## config.mk

```make
export PLATFORM = sky130hd
export DESIGN_NAME = fir_lowpass_19_tap_unit
export DESIGN_NICKNAME = d
export VERILOG_FILES = /design/src/rtl/core/fir_lp_pkg.sv /design/src/rtl/core/fir_lp_cell.sv /design/src/rtl/core/fir_lp_out.sv /design/src/rtl/core/fir_lowpass_19_tap_unit.sv
export SDC_FILE = /design/constraint.sdc
export NUM_CORES = 2
export LEC_CHECK = 0
export BUFFER_PORTS_ARGS = -buffer_cell sky130_fd_sc_hd__buf_2
export CAP_MARGIN = 20
export CORE_MARGIN = 2
export CORE_UTILIZATION = 40
export DETAILED_ROUTE_END_ITERATION = 16
export PLACE_DENSITY_LB_ADDON = 0.12
export REMOVE_ABC_BUFFERS = 1
export SLEW_MARGIN = 10
export SYNTH_ARGS = -nofsm -noshare
export SYNTH_HDL_FRONTEND = slang
export SYNTH_SLANG_ARGS = --single-unit
export TNS_END_PERCENT = 30
```

## constraint.sdc

```tcl
create_clock -name clk -period 3.1 [get_ports clk]
set_clock_uncertainty 0.2 [all_clocks]
set_input_delay 0.465 -clock clk [delete_from_list [all_inputs] [get_ports clk]]
set_output_delay 0.465 -clock clk [all_outputs]
set_load 0.05 [all_outputs]
```

## src/rtl/core/fir_lp_pkg.sv

```systemverilog
// Shared constants and coefficient function for the 19-tap low-pass FIR.
`timescale 1ns / 1ps
`default_nettype none

package fir_lp_pkg;

    localparam int TAPS       = 19;
    localparam int COEF_WIDTH = 16;
    localparam int SAMPLE_W   = 12;
    localparam int CODE_W     = 10;
    localparam int HALF_COEFS = 10;
    localparam int COEF_SHIFT = 24 - COEF_WIDTH;
    localparam int OUT_SHIFT  = COEF_WIDTH + 1;
    localparam int PROD_W     = SAMPLE_W + 1 + COEF_WIDTH;
    localparam int ACC_W      = PROD_W + $clog2(TAPS);
    localparam int IN_DATA_W  = ((SAMPLE_W + 7) / 8) * 8;
    localparam int OUT_DATA_W = ((CODE_W + 7) / 8) * 8;

    localparam logic [CODE_W-1:0] CODE_MAX = {CODE_W{1'b1}};

    // half table, signed Q1.23
    localparam int COEF_Q23 [HALF_COEFS] = '{
        -22598, -21137, 42066, 131207, 0,
        -393545, -402836, 700292, 2469043, 3355443
    };

    typedef logic signed [COEF_WIDTH-1:0] coef_t;
    typedef logic signed [ACC_W-1:0]      acc_t;

    // Q1.23 -> Q1.(COEF_WIDTH-1), round half up; symmetric tap mapping
    function automatic coef_t tap_coef(input int k);
        int     m;
        int     idx;
        longint v;
        m   = TAPS - 1 - k;
        idx = (k < m) ? k : m;
        if (idx < 0 || idx >= HALF_COEFS)
        begin
            v = 0;
        end
        else
        begin
            v = longint'(COEF_Q23[idx]);
        end
        if (COEF_SHIFT > 0)
        begin
            v = (v + (longint'(1) <<< (COEF_SHIFT - 1))) >>> COEF_SHIFT;
        end
        return coef_t'(v);
    endfunction

endpackage

`default_nettype wire

```

## src/rtl/core/fir_lp_cell.sv

```systemverilog
// One transposed-form FIR cell: multiply by its coefficient, add neighbor sum, register.
`timescale 1ns / 1ps
`default_nettype none

module fir_lp_cell (
    input  wire logic                                  clk,
    input  wire logic                                  rst_n,
    input  wire logic                                  en,
    input  wire logic [fir_lp_pkg::SAMPLE_W-1:0]       sample,
    input  wire fir_lp_pkg::coef_t                     coef,
    input  wire fir_lp_pkg::acc_t                      sum_in,
    output fir_lp_pkg::acc_t                           sum_out
);

    logic signed [fir_lp_pkg::PROD_W-1:0] prod;
    fir_lp_pkg::acc_t                     sum_reg;
    fir_lp_pkg::acc_t                     sum_next;

    always_comb
    begin
        prod     = $signed({1'b0, sample}) * coef;
        sum_next = fir_lp_pkg::acc_t'(prod) + sum_in;
    end

    always_ff @(posedge clk or negedge rst_n)
    begin
        if (!rst_n)
        begin
            sum_reg <= '0;
        end
        else if (en)
        begin
            sum_reg <= sum_next;
        end
    end

    assign sum_out = sum_reg;

endmodule

`default_nettype wire

```

## src/rtl/core/fir_lp_out.sv

```systemverilog
// Output stage: valid flag, rounding to converter code and saturation.
`timescale 1ns / 1ps
`default_nettype none

module fir_lp_out (
    input  wire logic                                clk,
    input  wire logic                                rst_n,
    input  wire logic                                load,
    input  wire fir_lp_pkg::acc_t                    acc,
    input  wire logic                                ready,
    output logic                                     valid,
    output logic [fir_lp_pkg::CODE_W-1:0]            code,
    output logic                                     clip
);

    logic                               valid_reg;
    logic                               valid_next;
    logic [fir_lp_pkg::ACC_W-1:0]       rnd;
    logic [fir_lp_pkg::ACC_W-1:0]       scaled;

    always_comb
    begin
        rnd    = $unsigned(acc)
               + (fir_lp_pkg::ACC_W'(1) << (fir_lp_pkg::OUT_SHIFT - 1));
        scaled = rnd >> fir_lp_pkg::OUT_SHIFT;
        if (acc < 0)
        begin
            code = '0;
            clip = 1'b1;
        end
        else if (scaled > fir_lp_pkg::ACC_W'(fir_lp_pkg::CODE_MAX))
        begin
            code = fir_lp_pkg::CODE_MAX;
            clip = 1'b1;
        end
        else
        begin
            code = scaled[fir_lp_pkg::CODE_W-1:0];
            clip = 1'b0;
        end
    end

    always_comb
    begin
        valid_next = valid_reg;
        if (load)
        begin
            valid_next = 1'b1;
        end
        else if (ready)
        begin
            valid_next = 1'b0;
        end
    end

    always_ff @(posedge clk or negedge rst_n)
    begin
        if (!rst_n)
        begin
            valid_reg <= 1'b0;
        end
        else
        begin
            valid_reg <= valid_next;
        end
    end

    assign valid = valid_reg;

endmodule

`default_nettype wire

```

## src/rtl/core/fir_lowpass_19_tap_unit.sv

```systemverilog
// Top level of the 19-tap symmetric low-pass FIR (transposed systolic chain).
//
//  channel  dir  fields (lsb up)                      accepted when
//  s_axis   in   tdata: sample[11:0], zero pad        s_tvalid & s_tready
//  m_axis   out  tdata: dac_code[9:0]; tuser: clipped m_tvalid & m_tready
//
//  One beat per clock unless back-pressured; a result appears the cycle after its beat.
//  The cell chain advances only on an input beat; cell 0 holds the full sum
//  and doubles as the output data register.
//  Reset clears every partial sum, matching an all-zero sample history.
//  s_tready is high while the output is empty or being taken this cycle.
`timescale 1ns / 1ps
`default_nettype none

module fir_lowpass_19_tap_unit (
    input  wire logic                                 clk,
    input  wire logic                                 rst_n,
    input  wire logic                                 s_tvalid,
    output logic                                      s_tready,
    input  wire logic [fir_lp_pkg::IN_DATA_W-1:0]     s_tdata,   // sample, zero pad
    output logic                                      m_tvalid,
    input  wire logic                                 m_tready,
    output logic [fir_lp_pkg::OUT_DATA_W-1:0]         m_tdata,   // dac_code, zero pad
    output logic                                      m_tuser    // clipped
);

    logic                                 accept;
    logic [fir_lp_pkg::SAMPLE_W-1:0]      sample;
    logic [fir_lp_pkg::CODE_W-1:0]        code;
    logic                                 clip;
    fir_lp_pkg::acc_t                     psum [fir_lp_pkg::TAPS+1];

    assign s_tready = !m_tvalid || m_tready;
    assign accept   = s_tvalid && s_tready;
    assign sample   = s_tdata[fir_lp_pkg::SAMPLE_W-1:0];
    assign psum[fir_lp_pkg::TAPS] = '0;

    for (genvar k = 0; k < fir_lp_pkg::TAPS; k++)
    begin : g_cell
        fir_lp_cell u_cell (
            .clk     (clk),
            .rst_n   (rst_n),
            .en      (accept),
            .sample  (sample),
            .coef    (fir_lp_pkg::tap_coef(k)),
            .sum_in  (psum[k+1]),
            .sum_out (psum[k])
        );
    end

    fir_lp_out u_out (
        .clk   (clk),
        .rst_n (rst_n),
        .load  (accept),
        .acc   (psum[0]),
        .ready (m_tready),
        .valid (m_tvalid),
        .code  (code),
        .clip  (clip)
    );

    assign m_tdata = fir_lp_pkg::OUT_DATA_W'(code);
    assign m_tuser = clip;

    a_accept_gives_result: assert property (@(posedge clk) disable iff (!rst_n)
        accept |=> m_tvalid)
        else $error("input beat did not produce a result");

    a_chain_holds: assert property (@(posedge clk) disable iff (!rst_n)
        !accept |=> $stable(psum[0]))
        else $error("filter chain moved without an input beat");

    a_clip_at_rail: assert property (@(posedge clk) disable iff (!rst_n)
        (m_tvalid && m_tuser) |-> (code == '0 || code == fir_lp_pkg::CODE_MAX))
        else $error("clip flag set away from a rail");

    a_no_accept_when_full: assert property (@(posedge clk) disable iff (!rst_n)
        (m_tvalid && !m_tready) |-> !accept)
        else $error("input taken while result pending");

endmodule

`default_nettype wire
```

==> report_table.html <==
<table>
<tr><th>Metric</th><th>Value</th></tr>
<tr><th colspan="2">Outcome</th></tr>
<tr><td>Status</td><td>finished, violations left</td></tr>
<tr><td>Failing checks</td><td>setup timing</td></tr>
<tr><th colspan="2">Logic synthesis</th></tr>
<tr><td>Leading cell types by count after synthesis</td><td>nand2_1, ha_1, inv_1</td></tr>
<tr><td>Synth Area in Compound Gates</td><td>18.6%</td></tr>
<tr><td>Most common cell in the synthesized netlist</td><td>nand2_1</td></tr>
<tr><td>Most used DFF post-synth</td><td>dfrtp_1</td></tr>
<tr><td>Sequential area share after synthesis</td><td>26.5%</td></tr>
<tr><td>Yosys reg bits</td><td>597</td></tr>
<tr><td>Mux cell area share after synthesis</td><td>0.290%</td></tr>
<tr><td>Fraction of synthesized cell area taken by the top area cell type</td><td>26.5%</td></tr>
<tr><td>FFs w/ async S/R, synth</td><td>100%</td></tr>
<tr><td>Library cell with the largest summed area after synthesis</td><td>dfrtp_1</td></tr>
<tr><td>Synthesized area per cell</td><td>8.68 µm²</td></tr>
<tr><td>Area of the mapped netlist</td><td>0.0565 mm²</td></tr>
<tr><td>Post-Synthesis Cells</td><td>6508</td></tr>
<tr><td>Main combinational cell family by area after synthesis</td><td>adder cells</td></tr>
<tr><td>Area share of and/or/nand/nor cells after synthesis</td><td>14.5%</td></tr>
<tr><td>Synth Area in XOR/XNOR</td><td>8.10%</td></tr>
<tr><td>Yosys warnings</td><td>0</td></tr>
<tr><td>Count of distinct cell types in the synthesized netlist</td><td>89</td></tr>
<tr><td>Post-synth EDFFs</td><td>0</td></tr>
<tr><td>Top cells by area in the synthesized netlist</td><td>dfrtp_1, ha_1, fa_1</td></tr>
<tr><td>Post-synthesis adder-cell area fraction</td><td>26.6%</td></tr>
<tr><th colspan="2">Cells and area</th></tr>
<tr><td>Post-layout instance area</td><td>0.0819 mm²</td></tr>
<tr><td>Fill cell total of the finished layout</td><td>12600</td></tr>
<tr><td>Synth-to-Final Area Change</td><td>45.0%</td></tr>
<tr><td>Area taken by multi-input logic gates</td><td>0.0435 mm²</td></tr>
<tr><td>Proportion of layout cells with a drive suffix above 1</td><td>33.9%</td></tr>
<tr><td>Flip-flop count of the largest register after layout</td><td>596</td></tr>
<tr><td>Final #Nets</td><td>9488</td></tr>
<tr><td>Final core utilization</td><td>58.6%</td></tr>
<tr><td>Sequential cell area</td><td>0.0149 mm²</td></tr>
<tr><th colspan="2">STA</th></tr>
<tr><td>Fin. Hold Viols</td><td>0</td></tr>
<tr><td>Maximum frequency from static timing analysis</td><td>0.148 GHz</td></tr>
<tr><td>Setup slack after layout</td><td>-3.68 ns</td></tr>
<tr><td>Setup Viol. Count Final</td><td>441</td></tr>
<tr><td>Final Cycle Share</td><td>219%</td></tr>
<tr><td>Setup repair after global routing missed its margin</td><td>true</td></tr>
<tr><td>Slew headroom</td><td>52.2%</td></tr>
<tr><td>Count of pins over their slew limit</td><td>0</td></tr>
<tr><td>Min Clock Period, post-route</td><td>6.78 ns</td></tr>
<tr><td>Transition time at the pin with the least slew margin</td><td>0.709 ns</td></tr>
<tr><th colspan="2">Routing</th></tr>
<tr><td>Total detailed-routing wirelength</td><td>188000 µm</td></tr>
<tr><td>Post-detailed-route via-to-cell ratio</td><td>5.06</td></tr>
<tr><td>Vias post-DR</td><td>52400</td></tr>
<tr><td>Number of violations reported at the end of detailed-routing iteration 0</td><td>2364</td></tr>
<tr><td>DR pass1 iterations</td><td>7</td></tr>
<tr><td>Final routed wire length divided by cell count</td><td>18.1 µm</td></tr>
<tr><td>Drt drc</td><td>0</td></tr>
<tr><td>Remaining number of nets flagged by the antenna check after routing</td><td>0</td></tr>
<tr><th colspan="2">Clock network</th></tr>
<tr><td>CTS tree</td><td>done</td></tr>
<tr><td>Total clock buffers created by CTS</td><td>77</td></tr>
<tr><td>CTS root buf</td><td>clkbuf_16</td></tr>
<tr><td>Number of buffers on the longest clock path</td><td>3</td></tr>
<tr><td>Clock latency on the worst-skew pair</td><td>0.71 ns</td></tr>
<tr><td>CTS H-Tree Depth</td><td>3</td></tr>
<tr><td>Clock-pin slew reported for the worst setup and hold paths after clock tree synthesis</td><td>0.06 ns</td></tr>
<tr><td>Clk sink count</td><td>597</td></tr>
<tr><th colspan="2">Floorplanning</th></tr>
<tr><td>Die area</td><td>0.144 mm²</td></tr>
<tr><td>Starting utilization of the core area</td><td>40.4%</td></tr>
<tr><td>Number of top-level design ports</td><td>39</td></tr>
<tr><td>Floorplan core area</td><td>0.140 mm²</td></tr>
<tr><td>Width of the die</td><td>380 µm</td></tr>
<tr><td>Height of the die</td><td>380 µm</td></tr>
<tr><td>Count of standard-cell rows</td><td>137</td></tr>
<tr><th colspan="2">Worst setup path</th></tr>
<tr><td>Arrival time reported for the critical path endpoint</td><td>7.17 ns</td></tr>
<tr><td>Crit path kind</td><td>primary input to flop</td></tr>
<tr><td>Stage delay of the slowest cell on the critical path</td><td>0.55 ns</td></tr>
<tr><td>Crit path capture type</td><td>flop</td></tr>
<tr><td>Master of the slowest instance on the critical path</td><td>fa_2</td></tr>
<tr><td>Critical path peak fanout</td><td>5</td></tr>
<tr><td>Required time worst endpoint</td><td>3.49 ns</td></tr>
<tr><td>Startpoint type of the worst setup path</td><td>primary input</td></tr>
<tr><th colspan="2">Global routing</th></tr>
<tr><td>Vias in the first global route</td><td>52100</td></tr>
<tr><td>Pin count of the biggest net entering global routing</td><td>107</td></tr>
<tr><td>Total global routing track utilization</td><td>25.4%</td></tr>
<tr><td>Antenna violations before repair</td><td>8</td></tr>
<tr><td>Grt ovf</td><td>0</td></tr>
<tr><td>Global-route wire length before repair</td><td>290000 µm</td></tr>
<tr><th colspan="2">Place</th></tr>
<tr><td>Standard cell area after detailed placement</td><td>0.0720 mm²</td></tr>
<tr><td># port buffers</td><td>28</td></tr>
<tr><td>Gp weighted congestion</td><td>0.928</td></tr>
<tr><td>HPWL Detailed</td><td>149000 µm</td></tr>
<tr><th colspan="2">Worst hold path</th></tr>
<tr><td>Worst min-delay path class</td><td>primary input to async pin</td></tr>
<tr><th colspan="2">Job</th></tr>
<tr><td>Count of maximum capacitance violations</td><td>0</td></tr>
</table>
[critical path, delay by kind of cell]
family	cells	cell delay, ns
buffers and inverters	7	0.69
adders and majority gates	7	2.98
AOI/OAI and AO/OA	16	2.61
xor gates and xnor gates	2	0.33
and+or+nand+nor	1	0.07
[cell type report]
cell class,instances,area share (%)
Antenna cell,5,0.0153
Timing Repair Buffer,1996,19.5
Clock buffer,100,2.58
Clock inverter,39,0.678
Multi-Input combinational cell,5101,53.1
Tap cell,1876,2.87
Sequential cell,597,18.2
Inverter,647,2.99
[path summary, 6_finish.rpt]
path	start	end	slack, ns	cells after the start
hold / removal	rst_n	g_cell[10].u_cell.sum_out[2]	0.09	2
max in group asynchronous	rst_n	g_cell[4].u_cell.sum_out[11]	1.66	3
setup reg to reg	g_cell[17].u_cell.sum_out[2]	g_cell[16].u_cell.sum_out[22]	-0.86	15
min in group clk	g_cell[15].u_cell.sum_out[15]	g_cell[14].u_cell.sum_out[15]	0.26	2
hold reg to reg	g_cell[15].u_cell.sum_out[15]	g_cell[14].u_cell.sum_out[15]	0.26	2
setup / recovery	s_tdata[6]	g_cell[5].u_cell.sum_out[31]	-3.68	33
[through the flow]
| stage | TNS [ns] | hold WS, ns | std cells | setup WS (ns) |
|---|---|---|---|---|
| 5_1_grt | -1056.73 | 0.0691 | 10400 | -3.94 |
| 6_report | -974.66 | 0.0921 | 10400 | -3.68 |
| 4_1_cts | -997.87 | 0.0489 | 10300 | -3.67 |
| 3_3_place_gp | -1438.63 | 0.215 | 10000 | -5.21 |
| 2_1_floorplan | -7554.49 | -0.0306 | 6345 | -14.05 |
| 3_5_place_dp | -1456.99 | 0.214 | 10000 | -5.40 |
[per-layer routing]
| layer | share of wire, % | track usage, % |
|---|---|---|
| met1 | 47 | 35.3 |
| met2 | 47 | 42.3 |
| met3 | 3.3 | 2.77 |
| met4 | 2.2 | 5.69 |
| met5 | 0.0069 | 0 |
[layout by cell type, fill, tap and decap left out, types with 41 or more instances in the layout]
cell type	n
nor2b_1	49
o21ai_2	47
a21oi_2	81
nand3_1	100
inv_2	43
o21bai_1	57
a21o_1	217
inv_1	598
clkbuf_16	78
o21ai_0	445
or3_1	43
a21oi_1	260
nand2_1	975
xnor2_2	42
buf_4	1805
buf_6	123
and3_1	63
nor3_1	44
o21ai_1	117
o21a_1	59
nor2_1	198
fa_1	236
xor2_1	215
ha_4	128
ha_1	650
nand2b_1	64
o31ai_1	41
dfrtp_1	597
xnor2_1	237
[repair_timing]
item | 4_1_cts | 5_1_grt
hold buffers | 3 | 0
setup endpoints to repair | 444 | 444
setup buffers | 108 | 130
resized for setup | 545 | 674
pin swaps | 313 | 449
hold endpoints to repair | 348 | 0
[logic make-up (layout without fill, tap and decap cells)]
kind of cell	after synthesis	in the layout
and+or+nand+nor	1816	1816
AOI/OAI and AO/OA	1695	1695
adders and majority gates	1048	1048
buffers and inverters	815	2782
DFF	597	597
xor gates and xnor gates	521	521
muxes	15	15
other	1	11
Power is not shown: default switching activity piles up to over one toggle a cycle in this logic, so the estimate is an artifact.
